==> src/hdl/afxc_pkg.sv <==
// Shared constants, status codes and key table for the frame XOR codec.
package afxc_pkg;

    localparam int CFG_IDX_W  = 1;
    localparam int CFG_DATA_W = 6;
    localparam int STATUS_W   = 4;

    localparam logic [CFG_IDX_W-1:0] CFG_MODE = 1'd0;
    localparam logic [CFG_IDX_W-1:0] CFG_PAD  = 1'd1;

    localparam logic [STATUS_W-1:0] ST_OK       = 4'd0;
    localparam logic [STATUS_W-1:0] ST_SHORT    = 4'd1;
    localparam logic [STATUS_W-1:0] ST_MARKER   = 4'd2;
    localparam logic [STATUS_W-1:0] ST_LENGTH   = 4'd3;
    localparam logic [STATUS_W-1:0] ST_PADDING  = 4'd4;
    localparam logic [STATUS_W-1:0] ST_SMALL    = 4'd5;
    localparam logic [STATUS_W-1:0] ST_NOFE     = 4'd6;
    localparam logic [STATUS_W-1:0] ST_CHECKSUM = 4'd7;
    localparam logic [STATUS_W-1:0] ST_OVERFLOW = 4'd8;

    localparam logic [7:0] BYTE_MARKER = 8'h01;
    localparam logic [7:0] BYTE_FE     = 8'hFE;
    localparam logic [7:0] BYTE_ZERO   = 8'h00;
    localparam logic [7:0] MIN_DLEN    = 8'd6;
    localparam logic [7:0] XOR_START   = 8'd6;

    function automatic logic [7:0] key_lookup(input logic [3:0] sel);
        logic [7:0] k;
        case (sel)
            4'h0:    k = 8'hCB;
            4'h1:    k = 8'h6A;
            4'h2:    k = 8'h95;
            4'h3:    k = 8'h8D;
            4'h4:    k = 8'hB6;
            4'h5:    k = 8'h7B;
            4'h6:    k = 8'h35;
            4'h7:    k = 8'h5A;
            4'h8:    k = 8'h6E;
            4'h9:    k = 8'h49;
            4'hA:    k = 8'h5C;
            4'hB:    k = 8'h85;
            4'hC:    k = 8'h37;
            4'hD:    k = 8'h3C;
            4'hE:    k = 8'hA6;
            default: k = 8'h88;
        endcase
        return k;
    endfunction

    function automatic logic [7:0] make_check(input logic [7:0] sum);
        return ~(sum + 8'd1);
    endfunction

endpackage

==> src/hdl/afxc_if.sv <==
// Input and output stream interfaces of the frame XOR codec.
interface afxc_in_if;
    logic       valid;
    logic       ready;
    logic [7:0] data_byte;
    logic       last_byte;

    modport source (output valid, output data_byte, output last_byte, input ready);
    modport sink (input valid, input data_byte, input last_byte, output ready);
endinterface

interface afxc_out_if;
    logic       valid;
    logic       ready;
    logic [7:0] out_byte;
    logic       out_last;
    logic [3:0] status;

    modport source (output valid, output out_byte, output out_last, output status,
                    input ready);
    modport sink (input valid, input out_byte, input out_last, input status,
                  output ready);
endinterface

==> src/hdl/adv_frame_xor_codec.sv <==
// Frame XOR codec: byte store, encode/decode sequencer and output register.
// Load: one byte per cycle, no input transfer while a frame is being processed.
// Encode: after the last byte, frame bytes leave through the read stage and output register,
// one per cycle while the output is ready. Decode: scan of bytes 2..size-1 at one per cycle,
// then checks; payload bytes (or a late error) then leave one per cycle while the output is ready.
// Reset is asynchronous active low; the byte store has no reset.
module adv_frame_xor_codec #(
    parameter int MAX_FRAME = 32
) (
    input  logic                           clk,
    input  logic                           rst_n,
    input  logic                           cfg_we,
    input  logic [afxc_pkg::CFG_IDX_W-1:0]  cfg_index,
    input  logic [afxc_pkg::CFG_DATA_W-1:0] cfg_wdata,
    afxc_in_if.sink                        din,
    afxc_out_if.source                     dout
);
    import afxc_pkg::*;

    localparam int AW = $clog2(MAX_FRAME);
    localparam int CW = $clog2(MAX_FRAME + 1);
    localparam logic [CW-1:0] MAXC = CW'(MAX_FRAME);
    localparam logic [7:0]    MAX8 = 8'(MAX_FRAME);

    typedef enum logic [2:0] {S_IDLE, S_ENC, S_SCAN, S_CHECK, S_DEC, S_ERR} state_t;

    logic [7:0] mem [MAX_FRAME];
    logic [7:0] rd_data_reg;

    state_t        state_reg;
    logic          mode_reg;
    logic [5:0]    pad_reg;
    logic [CW-1:0] count_reg;
    logic [7:0]    sum_reg;
    logic          ov_reg;
    logic [7:0]    b0_reg, b1_reg, b2_reg, b4_reg;

    logic [CW-1:0] idx_reg, n_reg, total_reg;
    logic [7:0]    cs_reg, key_reg, dlen_reg;
    logic [3:0]    err_reg;
    logic          pad_err_reg;
    logic [7:0]    dsum_reg, crec_reg;

    logic          p_valid_reg, p_mem_reg, p_last_reg, p_scan_reg;
    logic [7:0]    p_const_reg, p_key_reg;
    logic [3:0]    p_status_reg;
    logic [CW-1:0] p_idx_reg;

    logic       o_valid_reg, o_last_reg;
    logic [7:0] o_byte_reg;
    logic [3:0] o_status_reg;

    logic acc, wr_en, cnt_full;
    logic [CW-1:0] n_fin;
    logic ov_fin, scan_go;
    logic [7:0] sum_fin, b0_fin, b1_fin, b2_fin;
    logic [7:0] pad8, clamp8, flen8, total8;

    logic p_move, can_issue;
    logic iss_valid, iss_mem, iss_last, iss_scan;
    logic [AW-1:0] iss_addr;
    logic [7:0] iss_const, iss_key;
    logic [3:0] iss_status;
    logic [7:0] scan_i8, scan_rec;

    assign acc      = din.valid & din.ready;
    assign cnt_full = (count_reg == MAXC);
    assign wr_en    = acc & ~cnt_full;
    assign n_fin    = cnt_full ? count_reg : count_reg + CW'(1);
    assign ov_fin   = ov_reg | cnt_full;
    assign sum_fin  = sum_reg + din.data_byte;
    assign b0_fin   = (count_reg == CW'(0)) ? din.data_byte : b0_reg;
    assign b1_fin   = (count_reg == CW'(1)) ? din.data_byte : b1_reg;
    assign b2_fin   = (count_reg == CW'(2)) ? din.data_byte : b2_reg;
    assign pad8     = {2'b00, pad_reg};
    assign clamp8   = (pad8 > MAX8) ? MAX8 : pad8;
    assign flen8    = 8'(n_fin) + 8'd3;
    assign total8   = (clamp8 > flen8) ? clamp8 : flen8;
    assign scan_go  = mode_reg & ~ov_fin & (n_fin >= CW'(2)) & (b1_fin == BYTE_MARKER)
                    & (8'(n_fin) > b0_fin) & (b0_fin != BYTE_ZERO);

    assign p_move    = p_valid_reg & (p_scan_reg | ~o_valid_reg | dout.ready);
    assign can_issue = ~p_valid_reg | p_move;

    assign scan_i8  = 8'(p_idx_reg);
    assign scan_rec = (scan_i8 >= XOR_START) ? (rd_data_reg ^ key_reg) : rd_data_reg;

    always_comb
    begin
        iss_valid  = 1'b0;
        iss_mem    = 1'b0;
        iss_addr   = AW'(idx_reg);
        iss_const  = BYTE_ZERO;
        iss_key    = BYTE_ZERO;
        iss_last   = 1'b0;
        iss_scan   = 1'b0;
        iss_status = ST_OK;
        case (state_reg)
            S_ENC:
            begin
                iss_valid = can_issue;
                iss_mem   = (idx_reg >= CW'(2)) && (idx_reg < n_reg + CW'(2));
                iss_addr  = AW'(idx_reg - CW'(2));
                if (idx_reg == CW'(0))
                    iss_const = 8'(n_reg) + 8'd2;
                else if (idx_reg == CW'(1))
                    iss_const = BYTE_MARKER;
                else if (idx_reg == n_reg + CW'(2))
                    iss_const = cs_reg;
                if ((idx_reg >= CW'(6)) && (idx_reg < n_reg + CW'(3)))
                    iss_key = key_reg;
                iss_last = (idx_reg == total_reg - CW'(1));
            end
            S_SCAN:
            begin
                iss_valid = can_issue && (idx_reg < count_reg);
                iss_mem   = 1'b1;
                iss_scan  = 1'b1;
            end
            S_DEC:
            begin
                iss_valid = can_issue;
                iss_mem   = 1'b1;
                if (8'(idx_reg) >= XOR_START)
                    iss_key = key_reg;
                iss_last = (8'(idx_reg) == dlen_reg - 8'd1);
            end
            S_ERR:
            begin
                iss_valid  = can_issue;
                iss_last   = 1'b1;
                iss_status = err_reg;
            end
            default:
            begin
                iss_valid = 1'b0;
            end
        endcase
    end

    always_ff @(posedge clk)
    begin
        if (wr_en)
            mem[AW'(count_reg)] <= din.data_byte;
        if (iss_valid && iss_mem)
            rd_data_reg <= mem[iss_addr];
    end

    always_ff @(posedge clk or negedge rst_n)
    begin
        if (!rst_n)
        begin
            state_reg    <= S_IDLE;
            mode_reg     <= 1'b0;
            pad_reg      <= '0;
            count_reg    <= '0;
            sum_reg      <= '0;
            ov_reg       <= 1'b0;
            b0_reg       <= '0;
            b1_reg       <= '0;
            b2_reg       <= '0;
            b4_reg       <= '0;
            idx_reg      <= '0;
            n_reg        <= '0;
            total_reg    <= '0;
            cs_reg       <= '0;
            key_reg      <= '0;
            dlen_reg     <= '0;
            err_reg      <= ST_OK;
            pad_err_reg  <= 1'b0;
            dsum_reg     <= '0;
            crec_reg     <= '0;
            p_valid_reg  <= 1'b0;
            p_mem_reg    <= 1'b0;
            p_last_reg   <= 1'b0;
            p_scan_reg   <= 1'b0;
            p_const_reg  <= '0;
            p_key_reg    <= '0;
            p_status_reg <= ST_OK;
            p_idx_reg    <= '0;
            o_valid_reg  <= 1'b0;
            o_last_reg   <= 1'b0;
            o_byte_reg   <= '0;
            o_status_reg <= ST_OK;
        end
        else
        begin
            if (cfg_we)
            begin
                case (cfg_index)
                    CFG_MODE: mode_reg <= cfg_wdata[0];
                    CFG_PAD:  pad_reg  <= cfg_wdata;
                    default:  pad_reg  <= pad_reg;
                endcase
            end

            // load side
            if (acc)
            begin
                if (wr_en)
                begin
                    if (count_reg == CW'(0)) b0_reg <= din.data_byte;
                    if (count_reg == CW'(1)) b1_reg <= din.data_byte;
                    if (count_reg == CW'(2)) b2_reg <= din.data_byte;
                    if (count_reg == CW'(4)) b4_reg <= din.data_byte;
                end
                if (!din.last_byte)
                begin
                    sum_reg <= sum_fin;
                    if (wr_en)
                        count_reg <= count_reg + CW'(1);
                    else
                        ov_reg <= 1'b1;
                end
                else
                begin
                    sum_reg     <= '0;
                    ov_reg      <= 1'b0;
                    count_reg   <= scan_go ? n_fin : '0;  // scan bound, cleared again in check
                    n_reg       <= n_fin;
                    total_reg   <= CW'(total8);
                    cs_reg      <= make_check(sum_fin);
                    dlen_reg    <= b0_fin;
                    pad_err_reg <= 1'b0;
                    dsum_reg    <= '0;
                    crec_reg    <= '0;
                    idx_reg     <= mode_reg ? CW'(2) : CW'(0);
                    key_reg     <= key_lookup(mode_reg ? b2_fin[3:0] : b0_fin[3:0]);
                    if (!mode_reg)
                    begin
                        if (ov_fin || (flen8 > MAX8))
                        begin
                            err_reg   <= ST_OVERFLOW;
                            state_reg <= S_ERR;
                        end
                        else
                            state_reg <= S_ENC;
                    end
                    else
                    begin
                        state_reg <= scan_go ? S_SCAN : S_ERR;
                        if (ov_fin)
                            err_reg <= ST_OVERFLOW;
                        else if (n_fin < CW'(2))
                            err_reg <= ST_SHORT;
                        else if (b1_fin != BYTE_MARKER)
                            err_reg <= ST_MARKER;
                        else if (8'(n_fin) <= b0_fin)
                            err_reg <= ST_LENGTH;
                        else if (b0_fin == BYTE_ZERO)
                            err_reg <= ST_PADDING;  // marker byte falls in the padding
                    end
                end
            end

            // sequencer
            case (state_reg)
                S_ENC:
                begin
                    if (iss_valid)
                    begin
                        idx_reg <= idx_reg + CW'(1);
                        if (iss_last)
                            state_reg <= S_IDLE;
                    end
                end
                S_SCAN:
                begin
                    if (iss_valid)
                        idx_reg <= idx_reg + CW'(1);
                    else if ((idx_reg >= count_reg) && !p_valid_reg)
                        state_reg <= S_CHECK;
                end
                S_CHECK:
                begin
                    count_reg <= '0;
                    idx_reg   <= CW'(2);
                    state_reg <= S_ERR;
                    if (pad_err_reg)
                        err_reg <= ST_PADDING;
                    else if (dlen_reg < MIN_DLEN)
                        err_reg <= ST_SMALL;
                    else if (b4_reg != BYTE_FE)
                        err_reg <= ST_NOFE;
                    else if (make_check(dsum_reg) != crec_reg)
                        err_reg <= ST_CHECKSUM;
                    else
                        state_reg <= S_DEC;
                end
                S_DEC:
                begin
                    if (iss_valid)
                    begin
                        idx_reg <= idx_reg + CW'(1);
                        if (iss_last)
                            state_reg <= S_IDLE;
                    end
                end
                S_ERR:
                begin
                    if (iss_valid)
                        state_reg <= S_IDLE;
                end
                default:
                begin
                end
            endcase

            // read stage
            if (iss_valid)
            begin
                p_valid_reg  <= 1'b1;
                p_mem_reg    <= iss_mem;
                p_const_reg  <= iss_const;
                p_key_reg    <= iss_key;
                p_last_reg   <= iss_last;
                p_scan_reg   <= iss_scan;
                p_status_reg <= iss_status;
                p_idx_reg    <= idx_reg;
            end
            else if (p_move)
                p_valid_reg <= 1'b0;

            // scan pass: padding check and checksum of recovered bytes
            if (p_move && p_scan_reg)
            begin
                if (scan_i8 > dlen_reg)
                begin
                    if (rd_data_reg != BYTE_ZERO)
                        pad_err_reg <= 1'b1;
                end
                else if (scan_i8 == dlen_reg)
                    crec_reg <= scan_rec;
                else
                    dsum_reg <= dsum_reg + scan_rec;
            end

            // output register
            if (p_move && !p_scan_reg)
            begin
                o_valid_reg  <= 1'b1;
                o_byte_reg   <= (p_mem_reg ? rd_data_reg : p_const_reg) ^ p_key_reg;
                o_last_reg   <= p_last_reg;
                o_status_reg <= p_status_reg;
            end
            else if (dout.ready)
                o_valid_reg <= 1'b0;
        end
    end

    assign din.ready     = (state_reg == S_IDLE);
    assign dout.valid    = o_valid_reg;
    assign dout.out_byte = o_byte_reg;
    assign dout.out_last = o_last_reg;
    assign dout.status   = o_status_reg;

endmodule

==> src/flat_wrapper.sv <==
// flat-port wrapper written by rule: the top's interface ports become plain ports
module adv_frame_xor_codec_flat import afxc_pkg::*;
#(
    parameter int MAX_FRAME = 32
)
  (clk, rst_n, cfg_we, cfg_index, cfg_wdata, din_valid, din_data_byte, din_last_byte, din_ready, dout_valid, dout_out_byte, dout_out_last, dout_status, dout_ready);
  afxc_in_if din_i ();
  afxc_out_if dout_i ();
  input  logic clk;
  input  logic rst_n;
  input  logic cfg_we;
  input  logic [afxc_pkg::CFG_IDX_W-1:0] cfg_index;
  input  logic [afxc_pkg::CFG_DATA_W-1:0] cfg_wdata;
  input wire logic [$bits(din_i.valid)-1:0] din_valid;
  input wire logic [$bits(din_i.data_byte)-1:0] din_data_byte;
  input wire logic [$bits(din_i.last_byte)-1:0] din_last_byte;
  output wire logic [$bits(din_i.ready)-1:0] din_ready;
  output wire logic [$bits(dout_i.valid)-1:0] dout_valid;
  output wire logic [$bits(dout_i.out_byte)-1:0] dout_out_byte;
  output wire logic [$bits(dout_i.out_last)-1:0] dout_out_last;
  output wire logic [$bits(dout_i.status)-1:0] dout_status;
  input wire logic [$bits(dout_i.ready)-1:0] dout_ready;
  assign din_i.valid = din_valid;
  assign din_i.data_byte = din_data_byte;
  assign din_i.last_byte = din_last_byte;
  assign din_ready = din_i.ready;
  assign dout_valid = dout_i.valid;
  assign dout_out_byte = dout_i.out_byte;
  assign dout_out_last = dout_i.out_last;
  assign dout_status = dout_i.status;
  assign dout_i.ready = dout_ready;
  adv_frame_xor_codec #(.MAX_FRAME(MAX_FRAME)) u_core (.clk(clk), .rst_n(rst_n), .cfg_we(cfg_we), .cfg_index(cfg_index), .cfg_wdata(cfg_wdata), .din(din_i), .dout(dout_i));
endmodule
==> config.mk <==
export PLATFORM = sky130hd
export DESIGN_NAME = adv_frame_xor_codec_flat
export DESIGN_NICKNAME = d
export VERILOG_FILES = /design/src/hdl/afxc_pkg.sv /design/src/hdl/afxc_if.sv /design/src/hdl/adv_frame_xor_codec.sv /design/src/flat_wrapper.sv
export SDC_FILE = /design/constraint.sdc
export NUM_CORES = 1
export LEC_CHECK = 0
export ABC_AREA = 0
export BUFFER_PORTS_ARGS = -buffer_cell sky130_fd_sc_hd__buf_2
export CORE_UTILIZATION = 51
export CTS_BUF_LIST = sky130_fd_sc_hd__clkbuf_8
export DETAILED_ROUTE_END_ITERATION = 6
export PLACE_DENSITY = 0.78
export SLEW_MARGIN = 20
export SYNTH_ARGS = -nofsm -noshare
export SYNTH_HDL_FRONTEND = slang
export SYNTH_SLANG_ARGS = --single-unit
export TNS_END_PERCENT = 100
==> constraint.sdc <==
create_clock -name clk -period 3.8 [get_ports clk]
set_input_delay 0 -clock clk [delete_from_list [all_inputs] [get_ports clk]]
set_output_delay 0 -clock clk [all_outputs]
set_load 0.1 [all_outputs]
==> metrics.md <==
| Metric | Value |
|---|---|
| Combined area of all synthesized cells | `slightly above 20000 µm²` |
| Type of the tightest min-delay check | `in -> async` |
| Proportion of synthesized chip area in sequential cells | `0.576` |
| Path depth of the worst reg2reg path | `15` |
| Clock Root Buffer | `clkbuf_8` |
| Areal power density over the cells | `~770 nW/µm²` |
| Combined area of the multi-input logic cells | `8320 µm²` |
| Share of layout cells above drive strength 1 | `0.201` |
| CP Data Required Time | `roughly 4400 ps` |
| Ys flop type | `edfxtp_1` |
| Largest reg by FF count | `u_core.mem` |
| Area added between synthesis and finish | `13.5%` |
| Post-Route Skew | `31.9 ps` |
| R2R Setup Slk | `about 260 ps` |
| Number of buffers created by CTS | `between 70 and 80` |
| Instance count of the mapped netlist | `1584` |
| Highest fanout seen on the critical path | `8` |
| Maximum count of clock buffers along a single path | `3` |
| Async set or reset register ratio after synthesis | `0.377` |
| Sequential group share of total power | `0.325` |
| Share of total power consumed by net switching | `0.390` |
| Capture point of the worst path | `u_core.total_reg[2]` |
| Biggest cell delay along the critical path | `roughly 480 ps` |
| Violation count after the first detailed-route iteration | `~1300` |
| Setup tns final | `0 ps` |
| GRT Util Overall | `0.253` |
| Detailed Route WL | `just over 50000 µm` |
| Final weighted congestion in routability-driven placement | `0.992` |
| Post-route insts no fill | `2303` |
| Worst slew margin relative to its limit | `0.344` |
| Total internal power | `roughly 11 mW` |
| Remaining design rule violation count | `0` |
| Series of cell instances along the critical path | `inv_1, ha_1, nand2_1, nor2_1, xnor2_1, ha_2, nor3_1, xnor2_1, ha_1, a21o_1, a21o_1, o21bai_1, nor2_2, or2_2, a31oi_1` |
| Final worst-path cycle share | `0.931` |
| Number of input and output port buffers inserted | `35` |
| Number of distinct library cells after synthesis | `83` |
| Crit path arrival time | `approximately 4100 ps` |
| CTS HTree Levels | `3` |
| Maximum operating frequency | `about 0.28 GHz` |
| Result of the run | `completed` |
| Worst setup EP type | `flop` |
| Leak | `a little over 9 nW` |
| I/O pin count | `36` |
| Average detailed-routed wire length per instance | `22.1 µm` |
| Clock Latency Late Sink | `roughly 650 ps` |
| Clock tree sinks | `roughly 420` |
| Row count | `73` |
| Count of inserted antenna diode cells | `0` |
| Switch Pwr | `a little over 7 mW` |
| Worst-Margin Slew | `between 900 and 1000 ps` |
| Detailed-route via count | `about 14000` |
| Critical Path Start | `u_core.count_reg[1]` |
| Final #Nets | `1818` |
| Unrepaired setup endpoints after global routing | `no` |
| Full die area | `slightly above 40000 µm²` |
| Worst Setup Slack post-DPL | `157 ps` |
| Final setup fails | `0` |
| Highest ir drop seen on vdd | `between 500 and 600 µV` |
| Final critical-path required period | `3540 ps` |
| Pin count of the biggest net entering global routing | `approximately 110` |
| Filler Cell Count | `approximately 3000` |
| Number of antenna violations at the first check in global routing | `0` |
| Register area | `between 10000 and 15000 µm²` |
| Clock transition at the registers of the reported paths | `~60 ps` |
| Number of setup buffers added after CTS | `0` |
| Most frequent standard cell in the layout excluding fill and tap cells | `edfxtp_1` |
| Post-synthesis register bit count | `roughly 420` |
| CTS tree | `done` |
| Number of flip-flops in the largest register | `around 260` |
| Dpl cells | `2145` |
| Terminus of the critical flop-to-flop path | `u_core.total_reg[2]` |
| Cell at the slowest stage of the critical path | `dfrtp_1` |
| Number of warnings reported in the yosys synthesis log | `0` |
| Half-perimeter wire length of the detailed placement result | `between 30000 and 40000 µm` |
| Average size of a mapped cell | `about 13 µm²` |
| Die Width | `around 200 µm` |
| Die Ht | `between 200 and 250 µm` |
| Number of routed nets with antenna violations | `0` |
| Combinational share of power | `0.459` |
| Critical register-to-register path startpoint | `u_core.count_reg[1]` |
| Count of pins over their slew limit | `0` |
| Hold violation total from the final report | `0` |
| Net count after synthesis | `between 1500 and 2000` |
| Number of detailed-route iterations in the first pass | `5` |
| Via/cell ratio | `6.02` |
| Share of power burned in the clock network | `0.216` |
| Core Region | `39900 µm²` |
| Type of the worst setup path | `reg -> reg` |
| Max cap viols | `0` |
| Critical path launch point type | `flop` |
| Global-route wire length before repair | `around 80000 µm` |
| Starting density of the core | `0.519` |
| Number of flops mapped to enable cells by yosys | `about 260` |
| Leftover overflow at the end of global routing | `0` |
| Vias in the first global route | `roughly 14000` |
| Most used cells in the layout excluding fill and tap cells | `edfxtp_1 (264), dfrtp_1 (160), nand2_1 (150), o21ai_0 (107), nor2_1 (95)` |
| Final setup margin | `between 200 and 300 ps` |
kinds of logic (layout without fill, tap and decap cells):
group | Yosys count | after routing | synth area share
buffers and inverters | 122 | 316 | 0.0261
muxes | 170 | 170 | 0.128
xor gates and xnor gates | 72 | 72 | 0.0315
DFF | 424 | 424 | 0.576
and+or+nand+nor | 410 | 410 | 0.0951
AOI/OAI and AO/OA | 309 | 309 | 0.0965
adders and majority gates | 77 | 77 | 0.0472
cell type report:
| class | instances | area share |
|---|---|---|
| sequential | 424 | 0.507 |
| timing repair buffer | 133 | 0.0441 |
| inverter | 52 | 0.00830 |
| clock buffer | 78 | 0.0457 |
| clock inverter | 53 | 0.0130 |
| tap | 525 | 0.0279 |
| multi-input combinational | 1038 | 0.354 |
what timing repair did:
item,CTS,global route
hold endpoints to repair,316,0
resized for setup,0,5
setup endpoints to repair,0,8
hold buffers,27,0
worst min path at each step:
stage               slack (ps)                       to
global route               150  u_core.dout.out_byte[0]
detailed placement         220    u_core.dout.status[2]
global placement           200       u_core.dlen_reg[6]
floorplan                 -300         u_core.b0_reg[0]
finish                      50       u_core.dlen_reg[4]
CTS                        130   u_core.p_status_reg[1]
power by group through the flow:
| stage | sequential (mW) | combinational [mW] | clock (mW) |
|---|---|---|---|
| floorplan | 6.06 | 5.77 | 0 |
| global placement | 5.93 | 7.96 | 0 |
| detailed placement | 5.95 | 8.16 | 0 |
| CTS | 5.86 | 8.24 | 3.97 |
| global route | 5.92 | 8.98 | 4.17 |
| finish | 5.87 | 8.30 | 3.90 |
synthesized netlist by cell type, types with 29 or more instances:
cell type / n / area (µm²)
a21oi_1: 42 / 210
clkbuf_1: 43 / 161
dfrtp_1: 160 / 4000
edfxtp_1: 264 / 7930
ha_1: 75 / 938
inv_1: 47 / 176
mux2_2: 51 / 574
mux2i_1: 49 / 490
mux4_2: 57 / 1280
nand2_1: 151 / 567
nand3_1: 29 / 145
nor2_1: 96 / 360
o21ai_0: 107 / 536
xnor2_1: 40 / 350
xor2_1: 29 / 254
metal layers:
layer / track usage / share of wire / vias up
met2: 0.411 / 0.48 / 615
met1: 0.332 / 0.41 / 6857
li1: - / - / 6273
met3: 0.0495 / 0.073 / 119
met5: 0 / 0 / -
met4: 0.110 / 0.036 / 0
metrics by stage:
stage               power, mW   util  cell area [µm²]  hold slack, ps
global route             19.1  0.589            23500             148
global placement         13.9  0.547            21800             203
CTS                      18.1  0.589            23500             129
detailed placement       14.1  0.547            21800             220
finish                   18.1  0.589            23500            55.0
floorplan                11.8      -            20700            -296
worst max-delay path, delay by kind of cell (launching register included):
family / cells / cell delay (ps)
AOI/OAI and AO/OA: 4 / 750
xor gates and xnor gates: 2 / 540
adders and majority gates: 3 / 840
buffers and inverters: 1 / 150
DFF: 1 / 480
and+or+nand+nor: 5 / 720
(Power assumes the default switching activity.)
